`src/hdl/irpwc_pkg.sv`:
```
// Shared types, register codes and reset values of the IR pulse-width capture block.
`default_nettype none
package irpwc_pkg;

  localparam int unsigned SampleW    = 8;
  localparam int unsigned ThreshW    = 8;
  localparam int unsigned TimeoutW   = 10;
  localparam int unsigned DurW       = 11;
  localparam int unsigned IndexW     = 10;
  localparam int unsigned CountW     = 11;
  localparam int unsigned CfgIndexW  = 2;
  localparam int unsigned CfgDataW   = 11;
  localparam int unsigned QueueDepth = 2;

  localparam logic signed [ThreshW-1:0] ThresholdReset = 8'sd25;
  localparam logic [TimeoutW-1:0]       TimeoutReset   = 10'd255;
  localparam logic [DurW-1:0]           TailReset      = 11'd100;
  localparam logic [IndexW-1:0]         MaxRunsReset   = 10'd250;

  localparam logic [CountW-1:0] CountMax = '1;
  localparam logic [DurW-1:0]   DurMax   = '1;

  typedef enum logic [CfgIndexW-1:0] {
    REG_LEVEL_THRESHOLD = 2'd0,
    REG_TIMEOUT_LIMIT   = 2'd1,
    REG_TAIL_VALUE      = 2'd2,
    REG_MAX_RUNS        = 2'd3
  } reg_index_t;

  typedef struct packed {
    logic signed [ThreshW-1:0] level_threshold;
    logic [TimeoutW-1:0]       timeout_limit;
    logic [DurW-1:0]           tail_value;
    logic [IndexW-1:0]         max_runs;
  } cfg_t;

endpackage
`default_nettype wire

```
`src/hdl/irpwc_if.sv`:
```
// Valid/ready channel interfaces for samples, results and register writes.
`default_nettype none
interface irpwc_sample_if;
  logic       valid;
  logic       ready;
  logic [7:0] sample_byte;
  modport source (output valid, output sample_byte, input ready);
  modport sink (input valid, input sample_byte, output ready);
endinterface

interface irpwc_result_if;
  logic        valid;
  logic        ready;
  logic [10:0] duration;
  logic        run_level;
  logic [9:0]  run_index;
  logic        frame_end;
  logic        overflow;
  modport source (output valid, output duration, output run_level, output run_index,
                  output frame_end, output overflow, input ready);
  modport sink (input valid, input duration, input run_level, input run_index,
                input frame_end, input overflow, output ready);
endinterface

interface irpwc_cfg_if;
  logic        valid;
  logic        ready;
  logic [1:0]  index;
  logic [10:0] data;
  modport source (output valid, output index, output data, input ready);
  modport sink (input valid, input index, input data, output ready);
endinterface
`default_nettype wire

```
`src/hdl/irpwc_front.sv`:
```
// Front end: register file and sample level classifier feeding the level queue.
`default_nettype none
module irpwc_front (
  input  wire logic             clk,
  input  wire logic             rst,
  irpwc_sample_if.sink          sample_in,
  irpwc_cfg_if.sink             cfg,
  input  wire logic             full,
  output logic                  push,
  output logic                  push_level,
  output irpwc_pkg::cfg_t       regs
);
  import irpwc_pkg::*;

  logic signed [SampleW-1:0] centered;

  assign cfg.ready = 1'b1;

  always_ff @(posedge clk) begin
    if (rst) begin
      regs.level_threshold <= ThresholdReset;
      regs.timeout_limit   <= TimeoutReset;
      regs.tail_value      <= TailReset;
      regs.max_runs        <= MaxRunsReset;
    end else if (cfg.valid) begin
      case (reg_index_t'(cfg.index))
        REG_LEVEL_THRESHOLD: regs.level_threshold <= signed'(cfg.data[ThreshW-1:0]);
        REG_TIMEOUT_LIMIT:   regs.timeout_limit   <= cfg.data[TimeoutW-1:0];
        REG_TAIL_VALUE:      regs.tail_value      <= cfg.data[DurW-1:0];
        REG_MAX_RUNS:        regs.max_runs        <= cfg.data[IndexW-1:0];
        default: ;
      endcase
    end
  end

  // offset binary to two's complement: flip the sign bit
  assign centered        = signed'({~sample_in.sample_byte[SampleW-1],
                                    sample_in.sample_byte[SampleW-2:0]});
  assign push_level      = (centered > regs.level_threshold);
  assign sample_in.ready = !full;
  assign push            = sample_in.valid && !full;

endmodule
`default_nettype wire

```
`src/hdl/irpwc_queue.sv`:
```
// Small FIFO of classified levels between front and back.
`default_nettype none
module irpwc_queue #(
  parameter int unsigned Depth = irpwc_pkg::QueueDepth
) (
  input  wire logic clk,
  input  wire logic rst,
  input  wire logic push,
  input  wire logic push_level,
  input  wire logic pop,
  output logic      full,
  output logic      not_empty,
  output logic      head_level
);
  localparam int unsigned PtrW = (Depth > 1) ? $clog2(Depth) : 1;
  localparam int unsigned CntW = $clog2(Depth + 1);
  localparam logic [PtrW-1:0] PtrLast = PtrW'(Depth - 1);
  localparam logic [CntW-1:0] CntFull = CntW'(Depth);

  logic [Depth-1:0] mem;
  logic [PtrW-1:0]  wr_ptr;
  logic [PtrW-1:0]  rd_ptr;
  logic [CntW-1:0]  fill;

  assign full       = (fill == CntFull);
  assign not_empty  = (fill != '0);
  assign head_level = mem[rd_ptr];

  always_ff @(posedge clk) begin
    if (push) begin
      mem[wr_ptr] <= push_level;
    end
  end

  always_ff @(posedge clk) begin
    if (rst) begin
      wr_ptr <= '0;
      rd_ptr <= '0;
      fill   <= '0;
    end else begin
      if (push) begin
        wr_ptr <= (wr_ptr == PtrLast) ? '0 : wr_ptr + 1'b1;
      end
      if (pop) begin
        rd_ptr <= (rd_ptr == PtrLast) ? '0 : rd_ptr + 1'b1;
      end
      if (push && !pop) begin
        fill <= fill + 1'b1;
      end else if (pop && !push) begin
        fill <= fill - 1'b1;
      end
    end
  end

endmodule
`default_nettype wire

```
`src/hdl/irpwc_back.sv`:
```
// Back end: run and quiet counters, frame control, rescale and result register.
`default_nettype none
module irpwc_back (
  input  wire logic             clk,
  input  wire logic             rst,
  input  wire irpwc_pkg::cfg_t  regs,
  input  wire logic             q_not_empty,
  input  wire logic             q_level,
  output logic                  pop,
  irpwc_result_if.source        result_out
);
  import irpwc_pkg::*;

  logic              capturing, capturing_next;
  logic              previous_level, previous_level_next;
  logic [CountW-1:0] run_count, run_count_next;
  logic [CountW-1:0] quiet_count, quiet_count_next;
  logic [IndexW-1:0] items_in_frame, items_in_frame_next;
  logic              halted, halted_next;

  logic              emit;
  logic [DurW-1:0]   emit_dur;
  logic              emit_level;
  logic [IndexW-1:0] emit_index;
  logic              emit_end;
  logic              emit_ovf;

  logic              out_valid;

  // floor((50n+24)/48) = floor(floor((25n+12)/8)/3), divide by 3 via reciprocal
  function automatic logic [DurW-1:0] rescale(input logic [CountW-1:0] n);
    logic [15:0] x;
    logic [12:0] y;
    logic [29:0] prod;
    logic [11:0] q;
    x    = ({5'd0, n} << 4) + ({5'd0, n} << 3) + {5'd0, n} + 16'd12;
    y    = x[15:3];
    prod = {17'd0, y} * 30'd43691;
    q    = prod[28:17];
    return (q > {1'b0, DurMax}) ? DurMax : q[DurW-1:0];
  endfunction

  function automatic logic [CountW-1:0] sat_inc(input logic [CountW-1:0] v);
    return (v == CountMax) ? v : v + 1'b1;
  endfunction

  assign pop = q_not_empty && (!out_valid || result_out.ready);

  always_comb begin
    logic              cap_e;
    logic              pl_e;
    logic [CountW-1:0] rc_e;
    logic [CountW-1:0] qc_e;
    logic [IndexW-1:0] iif_e;
    capturing_next      = capturing;
    previous_level_next = previous_level;
    run_count_next      = run_count;
    quiet_count_next    = quiet_count;
    items_in_frame_next = items_in_frame;
    halted_next         = halted;
    emit                = 1'b0;
    emit_dur            = regs.tail_value;
    emit_level          = previous_level;
    emit_index          = items_in_frame;
    emit_end            = 1'b0;
    cap_e               = capturing;
    pl_e                = previous_level;
    rc_e                = run_count;
    qc_e                = quiet_count;
    iif_e               = items_in_frame;
    if (pop && !halted) begin
      if (!capturing && q_level) begin
        cap_e = 1'b1;
        pl_e  = 1'b1;
        rc_e  = '0;
        qc_e  = '0;
        iif_e = '0;
      end
      if (cap_e) begin
        capturing_next      = 1'b1;
        items_in_frame_next = iif_e;
        emit_index          = iif_e;
        emit_level          = pl_e;
        if (qc_e > {1'b0, regs.timeout_limit}) begin
          emit                = 1'b1;
          emit_end            = 1'b1;
          emit_dur            = regs.tail_value;
          capturing_next      = 1'b0;
          run_count_next      = '0;
          quiet_count_next    = '0;
          previous_level_next = 1'b1;
        end else begin
          if (q_level != pl_e) begin
            emit     = 1'b1;
            emit_dur = rescale(rc_e);
            rc_e     = '0;
            qc_e     = '0;
          end
          previous_level_next = q_level;
          run_count_next      = sat_inc(rc_e);
          quiet_count_next    = sat_inc(qc_e);
        end
        if (emit) begin
          items_in_frame_next = iif_e + 1'b1;
        end
      end
    end
    emit_ovf = emit && (items_in_frame_next >= regs.max_runs);
    if (emit_ovf) begin
      halted_next = 1'b1;
    end
  end

  always_ff @(posedge clk) begin
    if (rst) begin
      capturing      <= 1'b0;
      previous_level <= 1'b0;
      run_count      <= '0;
      quiet_count    <= '0;
      items_in_frame <= '0;
      halted         <= 1'b0;
      out_valid      <= 1'b0;
    end else begin
      capturing      <= capturing_next;
      previous_level <= previous_level_next;
      run_count      <= run_count_next;
      quiet_count    <= quiet_count_next;
      items_in_frame <= items_in_frame_next;
      halted         <= halted_next;
      if (pop) begin
        out_valid <= emit;
      end else if (result_out.ready) begin
        out_valid <= 1'b0;
      end
    end
  end

  always_ff @(posedge clk) begin
    if (pop && emit) begin
      result_out.duration  <= emit_dur;
      result_out.run_level <= emit_level;
      result_out.run_index <= emit_index;
      result_out.frame_end <= emit_end;
      result_out.overflow  <= emit_ovf;
    end
  end

  assign result_out.valid = out_valid;

endmodule
`default_nettype wire

```
`src/hdl/ir_pulse_width_capture_core.sv`:
```
// Top level of the IR pulse-width capture block: front, level queue and back.
//
//  channel     | dir | accept              | payload
//  sample_in   | in  | valid && ready      | sample_byte[7:0]
//  result_out  | out | valid && ready      | duration, run_level, run_index, frame_end, overflow
//  cfg         | in  | valid && ready      | index[1:0], data[10:0]; ready is always high
//
// One sample per cycle while the queue has room; a result is registered as its level is popped.
// The level queue (QueueDepth beats) absorbs stalls of the result channel;
// sample_in.ready drops only when the queue is full.
// rst is synchronous: counters, queue pointers and the result valid flag clear,
// registers return to their reset values.
`default_nettype none
module ir_pulse_width_capture_core #(
  parameter int unsigned QueueDepth = irpwc_pkg::QueueDepth
) (
  input  wire logic        clk,
  input  wire logic        rst,
  irpwc_sample_if.sink     sample_in,
  irpwc_result_if.source   result_out,
  irpwc_cfg_if.sink        cfg
);
  import irpwc_pkg::*;

  cfg_t regs;
  logic push;
  logic push_level;
  logic full;
  logic not_empty;
  logic head_level;
  logic pop;

  irpwc_front u_front (
    .clk        (clk),
    .rst        (rst),
    .sample_in  (sample_in),
    .cfg        (cfg),
    .full       (full),
    .push       (push),
    .push_level (push_level),
    .regs       (regs)
  );

  irpwc_queue #(
    .Depth (QueueDepth)
  ) u_queue (
    .clk        (clk),
    .rst        (rst),
    .push       (push),
    .push_level (push_level),
    .pop        (pop),
    .full       (full),
    .not_empty  (not_empty),
    .head_level (head_level)
  );

  irpwc_back u_back (
    .clk         (clk),
    .rst         (rst),
    .regs        (regs),
    .q_not_empty (not_empty),
    .q_level     (head_level),
    .pop         (pop),
    .result_out  (result_out)
  );

endmodule
`default_nettype wire

```
`src/flat_wrapper.sv`:
```
// flat-port wrapper written by rule: the top's interface ports become plain ports
module ir_pulse_width_capture_core_flat import irpwc_pkg::*;
#(
  parameter int unsigned QueueDepth = irpwc_pkg::QueueDepth
)
  (clk, rst, sample_in_valid, sample_in_sample_byte, sample_in_ready, result_out_valid, result_out_duration, result_out_run_level, result_out_run_index, result_out_frame_end, result_out_overflow, result_out_ready, cfg_valid, cfg_index, cfg_data, cfg_ready);
  irpwc_sample_if sample_in_i ();
  irpwc_result_if result_out_i ();
  irpwc_cfg_if cfg_i ();
  input  wire logic clk;
  input  wire logic rst;
  input wire logic [$bits(sample_in_i.valid)-1:0] sample_in_valid;
  input wire logic [$bits(sample_in_i.sample_byte)-1:0] sample_in_sample_byte;
  output wire logic [$bits(sample_in_i.ready)-1:0] sample_in_ready;
  output wire logic [$bits(result_out_i.valid)-1:0] result_out_valid;
  output wire logic [$bits(result_out_i.duration)-1:0] result_out_duration;
  output wire logic [$bits(result_out_i.run_level)-1:0] result_out_run_level;
  output wire logic [$bits(result_out_i.run_index)-1:0] result_out_run_index;
  output wire logic [$bits(result_out_i.frame_end)-1:0] result_out_frame_end;
  output wire logic [$bits(result_out_i.overflow)-1:0] result_out_overflow;
  input wire logic [$bits(result_out_i.ready)-1:0] result_out_ready;
  input wire logic [$bits(cfg_i.valid)-1:0] cfg_valid;
  input wire logic [$bits(cfg_i.index)-1:0] cfg_index;
  input wire logic [$bits(cfg_i.data)-1:0] cfg_data;
  output wire logic [$bits(cfg_i.ready)-1:0] cfg_ready;
  assign sample_in_i.valid = sample_in_valid;
  assign sample_in_i.sample_byte = sample_in_sample_byte;
  assign sample_in_ready = sample_in_i.ready;
  assign result_out_valid = result_out_i.valid;
  assign result_out_duration = result_out_i.duration;
  assign result_out_run_level = result_out_i.run_level;
  assign result_out_run_index = result_out_i.run_index;
  assign result_out_frame_end = result_out_i.frame_end;
  assign result_out_overflow = result_out_i.overflow;
  assign result_out_i.ready = result_out_ready;
  assign cfg_i.valid = cfg_valid;
  assign cfg_i.index = cfg_index;
  assign cfg_i.data = cfg_data;
  assign cfg_ready = cfg_i.ready;
  ir_pulse_width_capture_core #(.QueueDepth(QueueDepth)) u_core (.clk(clk), .rst(rst), .sample_in(sample_in_i), .result_out(result_out_i), .cfg(cfg_i));
endmodule
```
`config.mk`:
```
export PLATFORM = sky130hd
export DESIGN_NAME = ir_pulse_width_capture_core_flat
export DESIGN_NICKNAME = d
export VERILOG_FILES = /design/src/hdl/irpwc_pkg.sv /design/src/hdl/irpwc_if.sv /design/src/hdl/irpwc_front.sv /design/src/hdl/irpwc_queue.sv /design/src/hdl/irpwc_back.sv /design/src/hdl/ir_pulse_width_capture_core.sv /design/src/flat_wrapper.sv
export SDC_FILE = /design/constraint.sdc
export NUM_CORES = 1
export LEC_CHECK = 0
export BUFFER_PORTS_ARGS = -buffer_cell sky130_fd_sc_hd__buf_2
export CORE_MARGIN = 5
export CORE_UTILIZATION = 55
export DETAILED_ROUTE_END_ITERATION = 10
export PLACE_DENSITY = 0.81
export SYNTH_ARGS = -nofsm -noshare
export SYNTH_HDL_FRONTEND = slang
export SYNTH_SLANG_ARGS = --single-unit
```
`constraint.sdc`:
```
create_clock -name clk -period 26.2 [get_ports clk]
set_input_delay 1.31 -clock clk [delete_from_list [all_inputs] [get_ports clk]]
set_output_delay 1.31 -clock clk [all_outputs]
set_load 0.03 [all_outputs]
```
==> Yosys cells after proc, flatten, opt, wreduce, memory -nomap -nowiden <==
Cells that the tools add are included.
{ "classes": {"bitwise_logic": 1, "add_sub_neg": 10, "n_lt_le_gt_ge": 7, "n_reduce_logical": 25, "multipliers": 1, "mux": 54, "eq_ne": 7} }
{ "ops": {"columns": ["cell", "n"], "rows": [
  ["11-bit 2-to-1 mux", 21],
  ["10-bit 2-to-1 mux", 7],
  ["13-bit by 16-bit multiplier with 29-bit output, second input constant", 1],
  ["11-bit by 1-bit adder with 11-bit output, second input constant", 2],
  ["11-bit equality test, second input constant", 2],
  ["1-bit 2-to-1 mux", 22],
  ["15-bit by 14-bit adder with 16-bit output", 1],
  ["16-bit by 11-bit adder with 16-bit output", 1],
  ["16-bit by 4-bit adder with 16-bit output, second input constant", 1],
  ["12-bit by 11-bit > comparator with 1-bit output, second input constant", 1],
  ["11-bit by 10-bit > comparator with 1-bit output", 1],
  ["10-bit by 1-bit adder with 10-bit output, second input constant", 1],
  ["10-bit >= comparator", 1],
  ["2-bit AND reduction", 5],
  ["1-bit logical AND", 9],
  ["8-bit > comparator", 1],
  ["2-bit equality test, second input constant", 3],
  ["1-bit zero test", 6],
  ["2-bit nonzero test", 3],
  ["1-bit by 2-bit < comparator with 1-bit output, second input constant", 2],
  ["2-bit 2-to-1 mux", 2],
  ["1-bit adder, second input constant", 2],
  ["2-bit by 1-bit adder with 2-bit output, second input constant", 1],
  ["2-bit bitwise mux", 1],
  ["other kinds (8)", 8]
]} }
{ "totals": {"output_inout_bits": 27, "word_cells": 125, "in_bits": 26, "register_bits": 105} }

==> Depth between registers and ports, before layout <==
{ "logic_depth": {"word_depth": 15, "depth_mapped": 35, "mapped_depth_nobuf": 32} }

==> By module <==
Synthesis repeated with hierarchy kept, for this count alone.
{ "hier_totals": {"hier_cells": 1067, "area_unflattened_um2": 9205.1} }
{ "modules_own_cells": {"columns": ["mod", "cells_each", "instances", "area_each_um2", "seq_area_each_um2"], "rows": [
  ["irpwc_back", 846, 1, 7293.2, 1441.4],
  ["irpwc_front", 198, 1, 1654.1, 780.7],
  ["irpwc_queue", 23, 1, 257.7, 140.1]
]} }

==> Least setup slack after synthesis <==
OpenSTA, ideal clock, no wires.
{ "synth_timing": {"path_type": "reg2reg", "from": "reg u_core.u_queue.rd_ptr", "to": "reg u_core.u_back.result_out.duration[0] (data pin)", "arrival_time_ps": 8224, "n_path_buf": 4, "t_required_ps": 26070, "path_stages_with_launch": 36, "setup_time_ps": 130, "period_less_slack_ps": 8354, "setup_slack_ps": 17846, "path_cell_list": "dfxtp_1 -> mux2_4 -> nand2b_4 -> buf_8 -> clkbuf_1 -> clkbuf_1 -> and2_1 -> fa_1 -> ha_1 -> a21o_1 -> a21oi_1 -> o21bai_1 -> a21oi_1 -> o21ai_0 -> a21o_1 -> a21o_1 -> xor2_1 -> ha_1 -> inv_1 -> fa_1 -> inv_1 -> fa_1 -> fa_1 -> inv_1 -> fa_1 -> inv_1 -> ha_1 -> and4_1 -> and2_1 -> a32oi_1 -> a21oi_1 -> and4b_1 -> or3_1 -> nand3_1 -> buf_2 -> o22a_1"} }
{ "synth_via": {"elab_chain_cells": 15, "elab_cells_between_ends": 23, "cone_classes": "add/sub: 3; mul: 1; order compare: 2; eq/ne: 1; mux: 15; reduce/logical: 1"} }
{ "synth_lines": {"columns": ["element", "line", "source"], "rows": [
  ["from (decl)", "irpwc_queue.sv:22", "logic [PtrW-1:0] rd_ptr;"],
  ["from (signal assigned)", "irpwc_queue.sv:45", "rd_ptr <= (rd_ptr == PtrLast) ? '0 : rd_ptr + 1'b1;"],
  ["1-bit 2-to-1 mux (implied by the code) (*) (2 in a row)", "irpwc_queue.sv:27", "assign head_level = mem[rd_ptr];"],
  ["1-bit logical AND", "irpwc_back.sv:72", "if (!capturing && q_level) begin"],
  ["11-bit 2-to-1 mux", "irpwc_back.sv:72", null],
  ["11-bit 2-to-1 mux", "irpwc_back.sv:71", "if (pop && !halted) begin"],
  ["15-bit by 14-bit adder with 16-bit output", "irpwc_back.sv:36", "x = ({5'd0, n} << 4) + ({5'd0, n} << 3) + {5'd0, n} + 16'd12;"],
  ["16-bit by 11-bit adder with 16-bit output", "irpwc_back.sv:36", null],
  ["16-bit by 4-bit adder with 16-bit output", "irpwc_back.sv:36", null],
  ["13-bit by 16-bit multiplier with 29-bit output", "irpwc_back.sv:38", "prod = {17'd0, y} * 30'd43691;"],
  ["12-bit by 11-bit > comparator with 1-bit output", "irpwc_back.sv:40", "return (q > {1'b0, DurMax}) ? DurMax : q[DurW-1:0];"],
  ["11-bit 2-to-1 mux", "irpwc_back.sv:40", null],
  ["11-bit 2-to-1 mux", "irpwc_back.sv:93", "if (q_level != pl_e) begin"],
  ["11-bit 2-to-1 mux", "irpwc_back.sv:84", "if (qc_e > {1'b0, regs.timeout_limit}) begin"],
  ["11-bit 2-to-1 mux (*)", "irpwc_back.sv:79", "if (cap_e) begin"],
  ["11-bit 2-to-1 mux (*)", "irpwc_back.sv:71", null],
  ["named net u_core.u_back.emit_dur[0]", "irpwc_back.sv:22", "logic [DurW-1:0] emit_dur;"],
  ["to (signal assigned)", "irpwc_back.sv:140", "result_out.duration <= emit_dur;"],
  ["to (decl)", "irpwc_if.sv:19", "modport source (output valid, output duration, output run_level, output run_index,"]
]} }
Mark *: on every way through the listed nets, which the timed path passes. The rest lies on a longest branch. The select of a mux whose other input is x is not followed.
A chain may end at the register's enable or synchronous reset.

==> Worst setup path after layout <==
{ "layout_timing": {"from": "reg u_core.u_queue.rd_ptr", "to": "reg u_core.u_back.result_out.duration[8] (data pin)"} }
The elaborated chain is that of the path after synthesis.

==> results.cfg <==
[sta]
rsz0062_at_grt = no
fin_skew_ps = 6.82
fmax_mhz = 110
worst_pin_slew_ps = 760
finalSetupViolCount = 0
setup_tns_ps = 0
slew_violations = 0
slew_headroom = 0.491
period_minus_slack_ps = 9080
finalCritPeriodShare = 0.347
hold_viol = 0

[floorplan]
dieArea_um2 = 19200
rows = 47
pin_count = 53
die_width_um = 138
die_y_um = 138
coreArea_um2 = 16400
initial_core_util = 0.553

[clock_network]
hold_buffers = 0
clk_latency_ps = 350
clk_pin_slew_ps = 70
clock_path_buffers = 2
cts-root-buf = clkbuf_16
cts_tree = done
clock_sinks = 105
cts_made_buffers = 9
cts_resized = 0
htree_levels = 3
postCtsSetupRepairBufs = 0

[global_routing]
grt_pass1_wl_um = 32300
antenna_found_initial = 0
grt_pass1_vias = 7036
grt-ovfl-total = 0
grt_max_degree = 71
grt_usage = 0.196

[logic_synthesis]
ys_ff_latch = 105
synth_area_um2 = 9070
postSynth.asyncResetShare = 0
netlist_top_cells_area = ha_1 (18%), dfxtp_1 (17%), fa_1 (11%), edfxtp_1 (8.6%), inv_1 (6.6%)
yosysTopAreaCellShare = 0.178
ys.flop_type = dfxtp_1
yosysTopAreaCell = ha_1
synth-edff-count = 26
ys_warn_count = 0
ys_seq_area_frac = 0.260
synth_fp_nets = 1228
yosys.cell_types.count = 76
syn_inst = 1022
yosysMostFrequentCell = inv_1
synth_commonest_cells = inv_1 (159), ha_1 (129), nand2_1 (88), dfxtp_1 (79), nor2_1 (67)
post_synth.cell_area_avg_um2 = 8.88

[detailed_routing]
drc_errors = 0
vias_per_cell = 5.48
drtIter0Drc = 370
routed_wl_um = 18700
dr_total_vias = 6999
dr.pass1.iters = 5
postRouteAntennaNets = 0
post_drt_wl_per_cell_um = 14.6

[worst_setup_path]
r2r_cells = 31
critPathKind = flip-flop to flip-flop
worst_path_most_repeated_cell = fa_1
crit_required_ps = 26290
slowest_delay_ps = 620
r2r-start = u_core.u_queue.rd_ptr
cp-start-kind = flip-flop
path_max_fanout = 11
cp.arrival_ps = 9170
cp_slowest_cell = nor2_1
r2r-end = u_core.u_back.result_out.duration[8]
cp-end-kind = flip-flop
rrSetupSlack_ps = 17120

[worst_hold_path]
min_path_cells = 2
hp-start = u_core.u_front.regs[29]
hp-class = flip-flop to flip-flop
holdPathEnd = u_core.u_front.regs[29]

[pwr]
p_per_area_nw_per_um2 = 55.0
ir_worst_vdd_v = 0.0000436
cellLeakagePower_nw = 4.93

[layout]
drive_above_1_share = 0.0936
antenna_cells = 0
multi_input_area_um2 = 5930
finalInstanceArea_um2 = 9780
nFillCells = 1367
syn2layout_area_growth_pct = 7.76
nets = 1259
ff_latch_area_um2 = 2360

[status]
outcome = completed

[flow_run]
cap_violations = 0

[placement]
placed_cell_area_um2 = 9470
port_buffers = 51
dp_hpwl_um = 15000
globalplace.congestion = 0.849
-- metal layers --
layer  vias to the layer above  wire (um)  GRT usage  share of wire
met1                      3330       8330      0.250           0.44
met3                        20        542     0.0197          0.029
met5                         -          0          0              0
met2                       130       9510      0.356           0.51
met4                         0        342     0.0541          0.018
li1                       3519          -          -              -
-- worst max-delay path by stage --
| stage | from | end | cells after the start |
|---|---|---|---|
| after floorplan | u_core.u_queue.rd_ptr | u_core.u_back.result_out.duration[0] | 35 |
| after global placement | u_core.u_queue.rd_ptr | u_core.u_back.result_out.duration[8] | 31 |
| after detailed placement | u_core.u_queue.rd_ptr | u_core.u_back.result_out.duration[1] | 31 |
| after CTS | u_core.u_queue.rd_ptr | u_core.u_back.result_out.duration[8] | 31 |
| after global routing | u_core.u_queue.rd_ptr | u_core.u_back.result_out.duration[8] | 31 |
| final | u_core.u_queue.rd_ptr | u_core.u_back.result_out.duration[8] | 31 |
-- cell families (layout without fill, tap and decap cells) --
group	Yosys count	after routing	synth area share
AOI/OAI and AO/OA	202	202	0.151
xor gates and xnor gates	46	46	0.0444
adders and majority gates	180	180	0.290
buffers and inverters	197	233	0.0874
DFF	105	105	0.260
muxes	5	5	0.00621
other	1	1	0.000413
and+or+nand+nor	286	286	0.160
-- critical path: cells and delay by family, from the launching register on --
family	cells	cell delay, ps
AOI/OAI and AO/OA	11	2390
DFF	1	420
adders and majority gates	8	3560
buffers and inverters	4	270
xor gates and xnor gates	1	260
muxes	1	190
and+or+nand+nor	6	1720
-- per-stage QoR --
stage	power, mW	utilization	std cells	hold WS [ps]	worst slack (ps)
final	0.538	0.596	1278	458	17120
after global routing	0.580	0.596	1278	484	16470
after CTS	0.541	0.596	1278	460	17150
after detailed placement	0.403	0.577	1262	451	17210
after global placement	0.396	0.577	1262	446	17530
after floorplan	0.357	-	1022	436	17850
-- flip-flops by register name (all words and copies together), names as in the netlist, 2 cells and up --
signal and count:
u_core.u_front.regs 39, u_core.u_back.result_out.duration 11, u_core.u_back.quiet_count 11, u_core.u_back.result_out.run_index 10, u_core.u_queue.mem 2, u_core.u_queue.fill 2
u_core.u_back.run_count 11, u_core.u_back.items_in_frame 10
-- report_power, final --
group,switching [mW],total [mW],internal (mW)
sequential,0.0118,0.194,0.182
clock,0.0623,0.138,0.0758
combinational,0.132,0.206,0.0740
total,0.206,0.538,0.332
-- layout make-up --
class | instances | area share
sequential | 105 | 0.242
timing repair buffer | 58 | 0.0315
inverter | 159 | 0.0610
clock inverter | 7 | 0.00857
tap | 220 | 0.0282
multi-input combinational | 720 | 0.606
clock buffer | 9 | 0.0230
-- cells in the final DEF (no fill, tap or decap), types with 12 or more instances in the layout --
cell type	n
and2_1	22
inv_1	159
nor2_1	67
edfxtp_1	26
nor2b_1	15
a21o_1	17
dfxtp_1	79
xnor2_1	29
buf_2	51
o22a_1	12
nand2_1	88
nand4_1	18
o21ai_0	29
nand3_1	16
xor2_1	17
a211o_1	16
ha_1	129
a21oi_1	66
fa_1	51
No activity file was read; power rests on OpenSTA's default activity.
